**src/rtl/asl_pkg.sv**
```systemverilog
`timescale 1ns / 1ps
// ---------------------------------------------------------------------------
// asl_pkg
// Shared types and constants of the array subscript linearizer.
// ---------------------------------------------------------------------------
package asl_pkg;

    localparam int NUM_SIZE_REGS = 4;
    localparam int CNT_W         = $clog2(NUM_SIZE_REGS);
    localparam int DIMS_W        = 3;
    localparam int SUB_W         = 12;
    localparam int IDX_W         = 21;
    localparam int STAT_W        = 3;
    localparam int CFG_IDX_W     = 3;
    localparam int CFG_DATA_W    = 12;
    localparam int S_DATA_W      = 56;
    localparam int M_DATA_W      = 24;

    // register indexes
    localparam logic [CFG_IDX_W-1:0] REG_ARRAY_DIMS = 3'd0;
    localparam logic [CFG_IDX_W-1:0] REG_DIM0_SIZE  = 3'd1;
    localparam logic [CFG_IDX_W-1:0] REG_DIM3_SIZE  = 3'd4;

    // status codes
    localparam logic [STAT_W-1:0] ST_OK        = 3'd0;
    localparam logic [STAT_W-1:0] ST_NOT_ARRAY = 3'd1;
    localparam logic [STAT_W-1:0] ST_INVALID   = 3'd2;
    localparam logic [STAT_W-1:0] ST_OOB       = 3'd3;
    localparam logic [STAT_W-1:0] ST_TOO_BIG   = 3'd4;

    typedef struct packed {
        logic zero_sub;
        logic over_size;
    } t_lane_flags;

    typedef struct packed {
        logic not_array;
        logic too_big;
        logic depth_bad;
    } t_shape_chk;

endpackage

```
**src/rtl/asl_shape_seq.sv**
```systemverilog
`timescale 1ns / 1ps
// ---------------------------------------------------------------------------
// asl_shape_seq
// Derives the row-major strides and the saturated element count from the
// configured shape, one dimension per cycle on a shared multiplier.
// ---------------------------------------------------------------------------
module asl_shape_seq
    import asl_pkg::*;
#(
    parameter int MAX_ELEMENTS = 1048576,
    parameter int PROD_W       = 22
) (
    input  logic                    i_clk,
    input  logic                    i_rst_n,
    input  logic                    i_start,
    input  logic [DIMS_W-1:0]       i_dims,
    input  logic [SUB_W-1:0]        i_size [NUM_SIZE_REGS],
    output logic                    o_busy,
    output logic [PROD_W-1:0]       o_stride [NUM_SIZE_REGS],
    output logic [PROD_W-1:0]       o_total
);

    localparam int MUL_W = PROD_W + SUB_W;

    logic                r_busy;
    logic [CNT_W-1:0]    r_cnt;
    logic [PROD_W-1:0]   r_acc;
    logic [PROD_W-1:0]   r_total;
    logic [PROD_W-1:0]   r_stride [NUM_SIZE_REGS];

    logic [CNT_W-1:0]    w_k;
    logic [SUB_W-1:0]    w_eff;
    logic [MUL_W-1:0]    w_prod;
    logic [PROD_W-1:0]   n_acc;
    logic                w_last;

    // walk from the least significant dimension up
    assign w_k    = CNT_W'(NUM_SIZE_REGS - 1) - r_cnt;
    assign w_last = (r_cnt == CNT_W'(NUM_SIZE_REGS - 1));

    always_comb begin
        // dimensions beyond the configured count act as size one
        if ({{(DIMS_W-CNT_W){1'b0}}, w_k} < i_dims) begin
            w_eff = i_size[w_k];
        end else begin
            w_eff = SUB_W'(1);
        end
        w_prod = MUL_W'(r_acc) * MUL_W'(w_eff);
        if (w_prod > MUL_W'(MAX_ELEMENTS)) begin
            n_acc = PROD_W'(MAX_ELEMENTS + 1);
        end else begin
            n_acc = w_prod[PROD_W-1:0];
        end
    end

    always_ff @(posedge i_clk) begin
        if (!i_rst_n || i_start) begin
            r_busy <= 1'b1;
            r_cnt  <= '0;
        end else if (r_busy) begin
            r_cnt <= r_cnt + CNT_W'(1);
            if (w_last) begin
                r_busy <= 1'b0;
            end
        end
    end

    always_ff @(posedge i_clk) begin
        if (!i_rst_n || i_start) begin
            r_acc <= PROD_W'(1);
        end else if (r_busy) begin
            r_acc         <= n_acc;
            r_stride[w_k] <= r_acc;
            if (w_last) begin
                r_total <= n_acc;
            end
        end
    end

    assign o_busy   = r_busy;
    assign o_stride = r_stride;
    assign o_total  = r_total;

endmodule

```
**src/rtl/asl_lane.sv**
```systemverilog
`timescale 1ns / 1ps
// ---------------------------------------------------------------------------
// asl_lane
// One subscript lane: range checks and the weighted term of its dimension.
// ---------------------------------------------------------------------------
module asl_lane
    import asl_pkg::*;
#(
    parameter int PROD_W = 22
) (
    input  logic                i_clk,
    input  logic                i_en,
    input  logic                i_used,
    input  logic [SUB_W-1:0]    i_sub,
    input  logic [SUB_W-1:0]    i_size,
    input  logic [PROD_W-1:0]   i_stride,
    output logic [PROD_W-1:0]   o_term,
    output t_lane_flags         o_flags
);

    localparam int MUL_W = PROD_W + SUB_W;

    logic [PROD_W-1:0]  r_term;
    t_lane_flags        r_flags;
    logic [SUB_W-1:0]   w_sub_m1;
    logic [MUL_W-1:0]   w_prod;
    t_lane_flags        n_flags;
    logic [PROD_W-1:0]  n_term;

    always_comb begin
        w_sub_m1          = i_sub - SUB_W'(1);
        w_prod            = MUL_W'(w_sub_m1) * MUL_W'(i_stride);
        n_flags.zero_sub  = i_used && (i_sub == '0);
        n_flags.over_size = i_used && (i_sub > i_size);
        // only meaningful when every check passes, then it stays below the total
        n_term            = i_used ? w_prod[PROD_W-1:0] : '0;
    end

    always_ff @(posedge i_clk) begin
        if (i_en) begin
            r_term  <= n_term;
            r_flags <= n_flags;
        end
    end

    assign o_term  = r_term;
    assign o_flags = r_flags;

endmodule

```
**src/rtl/asl_merge.sv**
```systemverilog
`timescale 1ns / 1ps
// ---------------------------------------------------------------------------
// asl_merge
// Combines the lane results into status and linear index, and holds the
// result beat in the output register.
// ---------------------------------------------------------------------------
module asl_merge
    import asl_pkg::*;
#(
    parameter int PROD_W = 22
) (
    input  logic                i_clk,
    input  logic                i_rst_n,
    input  logic                i_valid,
    input  logic [PROD_W-1:0]   i_terms [NUM_SIZE_REGS],
    input  t_lane_flags         i_flags [NUM_SIZE_REGS],
    input  t_shape_chk          i_shape,
    input  logic                i_ready,
    output logic                o_ready,
    output logic                o_valid,
    output logic [IDX_W-1:0]    o_linear_index,
    output logic [STAT_W-1:0]   o_status
);

    logic                       r_valid;
    logic [IDX_W-1:0]           r_linear_index;
    logic [STAT_W-1:0]          r_status;

    logic                       w_any_zero;
    logic                       w_any_over;
    logic [PROD_W-1:0]          w_sum;
    logic [PROD_W+IDX_W-1:0]    w_sum_ext;
    logic [STAT_W-1:0]          n_status;
    logic [IDX_W-1:0]           n_linear_index;

    always_comb begin
        w_any_zero = 1'b0;
        w_any_over = 1'b0;
        w_sum      = PROD_W'(1);
        for (int i = 0; i < NUM_SIZE_REGS; i++) begin
            w_any_zero = w_any_zero | i_flags[i].zero_sub;
            w_any_over = w_any_over | i_flags[i].over_size;
            w_sum      = w_sum + i_terms[i];
        end
        w_sum_ext = {{IDX_W{1'b0}}, w_sum};

        priority if (i_shape.not_array) begin
            n_status = ST_NOT_ARRAY;
        end else if (i_shape.too_big) begin
            n_status = ST_TOO_BIG;
        end else if (i_shape.depth_bad || w_any_zero) begin
            n_status = ST_INVALID;
        end else if (w_any_over) begin
            n_status = ST_OOB;
        end else begin
            n_status = ST_OK;
        end

        n_linear_index = (n_status == ST_OK) ? w_sum_ext[IDX_W-1:0] : '0;
    end

    assign o_ready = !r_valid || i_ready;

    always_ff @(posedge i_clk) begin
        if (!i_rst_n) begin
            r_valid <= 1'b0;
        end else if (o_ready) begin
            r_valid <= i_valid;
        end
    end

    always_ff @(posedge i_clk) begin
        if (o_ready && i_valid) begin
            r_linear_index <= n_linear_index;
            r_status       <= n_status;
        end
    end

    assign o_valid        = r_valid;
    assign o_linear_index = r_linear_index;
    assign o_status       = r_status;

endmodule

```
**src/rtl/array_subscript_linearizer_top.sv**
```systemverilog
`timescale 1ns / 1ps
// ---------------------------------------------------------------------------
// array_subscript_linearizer_top
// Turns a 1-based subscript of up to four dimensions into a 1-based
// row-major element number, checked against the configured array shape.
// ---------------------------------------------------------------------------
// One access beat is accepted per clock while the sequencer is idle and the
// output is not stalled; its result passes the lane register, then the output
// register. Results leave in order and a stalled output holds while one more
// access waits in the lane stage. Four parallel lanes check and weight one
// subscript each and a merge stage adds the terms and picks the status. Strides
// and the element count come from a sequencer with one multiplier that takes
// one dimension per cycle: after reset and after every configuration write the
// input is held off while it runs. Configuration writes are always taken.
module array_subscript_linearizer_top
    import asl_pkg::*;
#(
    parameter int MAX_DIMS     = 4,
    parameter int MAX_ELEMENTS = 1048576
) (
    input  logic                    i_clk,
    input  logic                    i_rst_n,
    // config write channel
    input  logic                    i_cfg_valid,
    output logic                    o_cfg_ready,
    input  logic [CFG_IDX_W-1:0]    i_cfg_index,
    input  logic [CFG_DATA_W-1:0]   i_cfg_data,
    // access beats
    input  logic                    i_s_axis_tvalid,
    output logic                    o_s_axis_tready,
    // given_depth[2:0], sub0[14:3], sub1[26:15], sub2[38:27], sub3[50:39], zero pad
    input  logic [S_DATA_W-1:0]     i_s_axis_tdata,
    // result beats
    output logic                    o_m_axis_tvalid,
    input  logic                    i_m_axis_tready,
    // linear_index[20:0], status[23:21]
    output logic [M_DATA_W-1:0]     o_m_axis_tdata
);

    localparam int PROD_W     = $clog2(MAX_ELEMENTS + 1) + 1;
    localparam int DIMS_LIMIT = (MAX_DIMS < NUM_SIZE_REGS) ? MAX_DIMS : NUM_SIZE_REGS;

    logic [DIMS_W-1:0]  r_dims;
    logic [SUB_W-1:0]   r_size [NUM_SIZE_REGS];
    logic               r_v1;
    t_shape_chk         r_shape;
    t_shape_chk         n_shape;

    logic               w_cfg_wr;
    logic               w_s_acc;
    logic               w_st1_en;
    logic               w_st2_ready;
    logic               w_seq_busy;
    logic [PROD_W-1:0]  w_stride [NUM_SIZE_REGS];
    logic [PROD_W-1:0]  w_total;
    logic [DIMS_W-1:0]  w_depth;
    logic [SUB_W-1:0]   w_sub [NUM_SIZE_REGS];
    logic [PROD_W-1:0]  w_terms [NUM_SIZE_REGS];
    t_lane_flags        w_flags [NUM_SIZE_REGS];
    logic [IDX_W-1:0]   w_linear_index;
    logic [STAT_W-1:0]  w_status;

    // config registers
    assign o_cfg_ready = 1'b1;
    assign w_cfg_wr    = i_cfg_valid && o_cfg_ready;

    always_ff @(posedge i_clk) begin
        if (!i_rst_n) begin
            r_dims <= '0;
            for (int i = 0; i < NUM_SIZE_REGS; i++) begin
                r_size[i] <= SUB_W'(1);
            end
        end else if (w_cfg_wr) begin
            if (i_cfg_index == REG_ARRAY_DIMS) begin
                r_dims <= i_cfg_data[DIMS_W-1:0];
            end else if (i_cfg_index >= REG_DIM0_SIZE && i_cfg_index <= REG_DIM3_SIZE) begin
                r_size[CNT_W'(i_cfg_index - REG_DIM0_SIZE)] <= i_cfg_data[SUB_W-1:0];
            end
        end
    end

    asl_shape_seq #(
        .MAX_ELEMENTS (MAX_ELEMENTS),
        .PROD_W       (PROD_W)
    ) u_shape_seq (
        .i_clk    (i_clk),
        .i_rst_n  (i_rst_n),
        .i_start  (w_cfg_wr),
        .i_dims   (r_dims),
        .i_size   (r_size),
        .o_busy   (w_seq_busy),
        .o_stride (w_stride),
        .o_total  (w_total)
    );

    // input beat unpack
    assign w_depth = i_s_axis_tdata[DIMS_W-1:0];
    for (genvar g = 0; g < NUM_SIZE_REGS; g++) begin : g_unpack
        assign w_sub[g] = i_s_axis_tdata[DIMS_W + g*SUB_W +: SUB_W];
    end

    assign w_st1_en        = !r_v1 || w_st2_ready;
    assign o_s_axis_tready = !w_seq_busy && w_st1_en;
    assign w_s_acc         = i_s_axis_tvalid && o_s_axis_tready;

    always_comb begin
        n_shape.not_array = (r_dims == '0) || (r_dims > DIMS_W'(DIMS_LIMIT));
        n_shape.too_big   = (w_total > PROD_W'(MAX_ELEMENTS));
        n_shape.depth_bad = (w_depth != r_dims);
    end

    always_ff @(posedge i_clk) begin
        if (!i_rst_n) begin
            r_v1 <= 1'b0;
        end else if (w_st1_en) begin
            r_v1 <= w_s_acc;
        end
    end

    always_ff @(posedge i_clk) begin
        if (w_s_acc) begin
            r_shape <= n_shape;
        end
    end

    for (genvar g = 0; g < NUM_SIZE_REGS; g++) begin : g_lane
        asl_lane #(
            .PROD_W (PROD_W)
        ) u_lane (
            .i_clk    (i_clk),
            .i_en     (w_s_acc),
            .i_used   (DIMS_W'(g) < r_dims),
            .i_sub    (w_sub[g]),
            .i_size   (r_size[g]),
            .i_stride (w_stride[g]),
            .o_term   (w_terms[g]),
            .o_flags  (w_flags[g])
        );
    end

    asl_merge #(
        .PROD_W (PROD_W)
    ) u_merge (
        .i_clk          (i_clk),
        .i_rst_n        (i_rst_n),
        .i_valid        (r_v1),
        .i_terms        (w_terms),
        .i_flags        (w_flags),
        .i_shape        (r_shape),
        .i_ready        (i_m_axis_tready),
        .o_ready        (w_st2_ready),
        .o_valid        (o_m_axis_tvalid),
        .o_linear_index (w_linear_index),
        .o_status       (w_status)
    );

    assign o_m_axis_tdata = {w_status, w_linear_index};

`ifndef SYNTHESIS
    // a config write restarts the stride sequencer, so no beat is taken next cycle
    a_cfg_blocks_input: assert property (@(posedge i_clk) disable iff (!i_rst_n)
        w_cfg_wr |=> !o_s_axis_tready)
        else $error("access accepted right after a config write");

    // an accepted beat always lands in the lane stage
    a_accept_fills_lane: assert property (@(posedge i_clk) disable iff (!i_rst_n)
        w_s_acc |=> r_v1)
        else $error("accepted beat lost before the lane stage");

    // a failed access never carries an element number
    a_fail_zero_index: assert property (@(posedge i_clk) disable iff (!i_rst_n)
        (o_m_axis_tvalid && w_status != ST_OK) |-> (w_linear_index == '0))
        else $error("nonzero index with failing status");

    a_status_legal: assert property (@(posedge i_clk) disable iff (!i_rst_n)
        o_m_axis_tvalid |-> (w_status <= ST_TOO_BIG))
        else $error("undefined status code");
`endif

endmodule
```
**config.mk**
```make
export PLATFORM = sky130hd
export DESIGN_NAME = array_subscript_linearizer_top
export DESIGN_NICKNAME = d
export VERILOG_FILES = /design/src/rtl/asl_pkg.sv /design/src/rtl/asl_shape_seq.sv /design/src/rtl/asl_lane.sv /design/src/rtl/asl_merge.sv /design/src/rtl/array_subscript_linearizer_top.sv
export SDC_FILE = /design/constraint.sdc
export NUM_CORES = 2
export LEC_CHECK = 0
export ABC_AREA = 1
export BUFFER_PORTS_ARGS = -buffer_cell sky130_fd_sc_hd__buf_4
export CAP_MARGIN = 25
export CORE_ASPECT_RATIO = 0.7
export CORE_MARGIN = 3
export CORE_UTILIZATION = 60
export DETAILED_ROUTE_END_ITERATION = 8
export GPL_ROUTABILITY_DRIVEN = 0
export PLACE_DENSITY_LB_ADDON = 0.1
export SLEW_MARGIN = 25
export SYNTH_ARGS = -nofsm -noshare
export SYNTH_HDL_FRONTEND = slang
export SYNTH_SLANG_ARGS = --single-unit
```
**constraint.sdc**
```tcl
create_clock -name i_clk -period 6.1 [get_ports i_clk]
set_input_delay 0.61 -clock i_clk [delete_from_list [all_inputs] [get_ports i_clk]]
set_output_delay 0.61 -clock i_clk [all_outputs]
set_load 0.01 [all_outputs]
```
==> metrics.txt <==
# TYPE chip_impl_metric gauge
chip_impl_info{name="status",value="finished, violations left"} 1
chip_impl_info{name="violations",value="negative setup slack"} 1
chip_impl_metric{name="ys_warn_count",unit=""} 0
chip_impl_metric{name="cap_viol_max_count",unit=""} 0
chip_impl_info{name="rsz_0062_raised_after_global_routing",value="yes"} 1
chip_impl_metric{name="overflow",unit=""} 0
chip_impl_metric{name="grt_pass1_vias",unit=""} 38000
chip_impl_metric{name="skew",unit="ps"} 18.9
chip_impl_metric{name="dpl-instance-area",unit="sq um"} 50100
chip_impl_metric{name="peakVddDrop",unit="mV"} 0.716
chip_impl_metric{name="grt_start_max_net_pins",unit=""} 81
chip_impl_metric{name="syn_nets",unit=""} 6629
chip_impl_metric{name="top_level_ports",unit=""} 103
chip_impl_metric{name="drive_above_1_share",unit="%"} 16.9
chip_impl_metric{name="synth_cell_type_count",unit=""} 55
chip_impl_metric{name="htree_num_levels",unit=""} 1
chip_impl_metric{name="setup_violations",unit=""} 42
chip_impl_metric{name="post_drt_wl_per_cell",unit="um"} 19.7
chip_impl_metric{name="initial_core_util",unit="%"} 61.5
chip_impl_metric{name="crit_path_max_fanout",unit=""} 14
chip_impl_metric{name="clock_insertion_delay_worst_skew",unit="ps"} 610
chip_impl_metric{name="critPathRequiredTime",unit="ps"} 6630
chip_impl_metric{name="cts.clk_slew.worst_paths",unit="ps"} 70
chip_impl_metric{name="timing.slew.headroom",unit="%"} 31.9
chip_impl_info{name="hold_path_origin",value="i_cfg_data[0]"} 1
chip_impl_metric{name="post_cts_hold_buffer_count",unit=""} 0
chip_impl_metric{name="stdcell_area",unit="sq um"} 52700
chip_impl_metric{name="totalPowerFinal",unit="mW"} 20.3
chip_impl_metric{name="detail_route.iter0.violations",unit=""} 4273
chip_impl_metric{name="finalCritPeriodShare",unit="%"} 106
chip_impl_metric{name="core_region_area",unit="sq um"} 72500
chip_impl_info{name="startpoint_class",value="flip-flop"} 1
chip_impl_info{name="final_common_cell",value="sky130_fd_sc_hd__inv_1"} 1
chip_impl_metric{name="fp.dieArea",unit="sq um"} 77700
chip_impl_metric{name="report.final.hold_viol_count",unit=""} 0
chip_impl_info{name="critical-path-slowest-cell",value="sky130_fd_sc_hd__fa_1"} 1
chip_impl_metric{name="least_setup_slack_across_all_paths_after_layout",unit="ps"} -346
chip_impl_metric{name="powerDensity",unit="nW/um^2"} 386
chip_impl_metric{name="synthesized_flop_and_latch_total",unit=""} 303
chip_impl_metric{name="critical_path_arrival",unit="ps"} 6980
chip_impl_metric{name="post-place-ws",unit="ps"} -442
chip_impl_metric{name="drc_errors",unit=""} 0
chip_impl_metric{name="netlist_instances",unit=""} 5496
chip_impl_metric{name="power_leakage",unit="nW"} 27.0
chip_impl_info{name="critical_path.reg2reg.startpoint",value="u_shape_seq.r_cnt[0]"} 1
chip_impl_metric{name="slowest_delay",unit="ps"} 590
chip_impl_metric{name="cts_sinks",unit=""} 303
chip_impl_metric{name="maxSlewViolCount",unit=""} 0
chip_impl_metric{name="drt_pre_antenna_iters",unit=""} 6
chip_impl_metric{name="num-nets-final",unit=""} 7138
chip_impl_info{name="worst_hold_path_type",value="in2reg"} 1
chip_impl_metric{name="achievable-frequency",unit="GHz"} 0.155
chip_impl_info{name="critical_path.most_common_cell",value="sky130_fd_sc_hd__nand2_1"} 1
chip_impl_info{name="clock_tree_from_tritoncts",value="done"} 1
chip_impl_metric{name="synth_to_layout_area_growth",unit="%"} 18.2
chip_impl_metric{name="synth.avg_cell_area",unit="sq um"} 8.12
chip_impl_metric{name="ant_nets",unit=""} 0
chip_impl_metric{name="die_width",unit="um"} 332
chip_impl_metric{name="period_needed",unit="ps"} 6450
chip_impl_metric{name="seq_area_frac_synth",unit="%"} 18.6
chip_impl_info{name="cts-root-buf",value="sky130_fd_sc_hd__clkbuf_16"} 1
chip_impl_metric{name="via_count",unit=""} 38600
chip_impl_metric{name="first_pass_grt_wire_length",unit="um"} 213000
chip_impl_metric{name="critPathBufInv",unit=""} 8
chip_impl_metric{name="global_route.usage.total",unit="%"} 35.7
chip_impl_info{name="most-common-layout-cells",value="sky130_fd_sc_hd__inv_1, sky130_fd_sc_hd__nand2_1, sky130_fd_sc_hd__fa_1, sky130_fd_sc_hd__buf_4, sky130_fd_sc_hd__nor2_1"} 1
chip_impl_info{name="worstSetupPathType",value="reg2reg"} 1
chip_impl_metric{name="tightestPinTransition",unit="ps"} 1020
chip_impl_metric{name="synth.cell_area",unit="sq um"} 44600
chip_impl_info{name="startpoint_of_the_most_critical_setup_path",value="u_shape_seq.r_cnt[0]"} 1
chip_impl_metric{name="drt-vias-per-instance",unit=""} 5.52
chip_impl_metric{name="final_util",unit="%"} 72.7
chip_impl_metric{name="placement.io_buffers",unit=""} 96
chip_impl_metric{name="asyncSetResetFlopFracSynth",unit="%"} 0
chip_impl_metric{name="die_height",unit="um"} 234
chip_impl_metric{name="cts-buffers-inserted",unit=""} 31
chip_impl_metric{name="timing.setup.tns",unit="ps"} -13000
chip_impl_metric{name="synth-edff-count",unit=""} 225
chip_impl_metric{name="antenna_found_initial",unit=""} 7
chip_impl_info{name="commonest_register_cell_after_synthesis",value="sky130_fd_sc_hd__edfxtp_1"} 1
chip_impl_info{name="cp-end-kind",value="flip-flop"} 1
chip_impl_metric{name="cts-root-to-sink-buffers",unit=""} 3
chip_impl_metric{name="dp_hpwl",unit="um"} 112000
chip_impl_metric{name="final_wl",unit="um"} 138000
chip_impl_info{name="largest_delay_share_family_worst_path",value="adder cells"} 1
chip_impl_metric{name="core.rowCount",unit=""} 82
[through the flow]
| step | cells | hold WS, ps |
|---|---|---|
| floorplan | 5496 | 443 |
| global placement | 6887 | 481 |
| detailed placement | 6887 | 484 |
| CTS | 6972 | 280 |
| global route | 6996 | 304 |
| finish | 6998 | 297 |
[registers in the layout, summed over array words and instances, names as in the netlist]
register                flops
u_merge.o_status            3
r_size                     48
u_shape_seq.r_cnt           2
u_shape_seq.o_total        22
u_shape_seq.r_acc          22
r_shape                     3
r_dims                      3
g_lane.u_lane.o_flags       8
g_lane.u_lane.o_term       84
u_shape_seq.o_busy          1
u_shape_seq.o_stride       84
u_merge.o_linear_index     21
u_merge.o_valid             1
r_v1                        1
[per-layer routing]
metal / vias up / part of all wire, % / GRT usage, %
met5: - / 0.030 / 0
met4: 6 / 3.4 / 9.24
met3: 290 / 15 / 12.9
met2: 2198 / 41 / 51.1
met1: 18500 / 41 / 51.7
li1: 17600 / - / -
[worst register-to-register path: cells and delay by family, from the launching register on]
kind                     cells  cell delay [ps]
flip-flops                   1              370
adder cells (fa/ha/maj)      6             2860
buffers and inverters        8              890
AO/OA/AOI/OAI                3              380
AND/OR/NAND/NOR             18             1860
[synth_stat cells (all sizes together), types with 22 or more instances]
cell type  number  area share [%]
nor3           28            0.34
dfxtp          78             3.5
clkbuf        131             1.1
inv          1284              11
a21oi         280             3.3
ha            301             8.4
clkinv         22            0.19
xor2           40            0.80
o21ai         186             2.1
nand3         143             1.6
nand2        1310              11
buf            27            0.32
nand4          35            0.49
edfxtp        225              15
fa            756              34
nor2          500             4.3
[power breakdown]
part,internal (mW),leakage [nW],switching [mW]
combinational,7.32,23.8,8.71
clock,1.05,0.490,0.923
sequential,2.29,2.67,0.0419
total,10.7,27.0,9.67
[cell type report]
class / count / area [sq um]
antenna: 2 / 5.00
clock buffer: 32 / 779
clock inverter: 26 / 260
fill: 5547 / 19800
inverter: 1306 / 4950
multi-input combinational: 3729 / 31900
sequential: 303 / 8330
tap: 966 / 1210
timing repair buffer: 632 / 5200
timing repair inverter: 2 / 22.5
[timing repair]
| action | CTS | global route |
|---|---|---|
| setup endpoints to repair | 42 | 50 |
| resized for setup | 131 | 200 |
| gates cloned | 5 | 1 |
| endpoints found under the hold margin | 0 | 0 |
| pin swaps | 43 | 93 |
| setup buffers | 22 | 24 |
[logic make-up (layout without fill, tap and decap cells)]
kind of cell | count (synthesis) | in the layout | share of synthesized area [%]
simple gates | 2069 | 2069 | 18.7
flops | 303 | 303 | 18.6
xor+xnor | 57 | 57 | 1.14
fa+ha+maj | 1057 | 1057 | 42.4
other cells | 2 | 4 | 0.0168
compound gates | 544 | 544 | 6.71
buf+inv | 1464 | 1998 | 12.4
[worst paths after layout]
path                               end  slack (ps)  cells after the start
setup / recovery  u_shape_seq.r_acc[8]        -350                     35
setup reg to reg  u_shape_seq.r_acc[8]        -350                     35
hold reg to reg              r_size[5]         500                      2
hold / removal              r_size[12]         300                      3
Power figures use the tool's default switching activity.
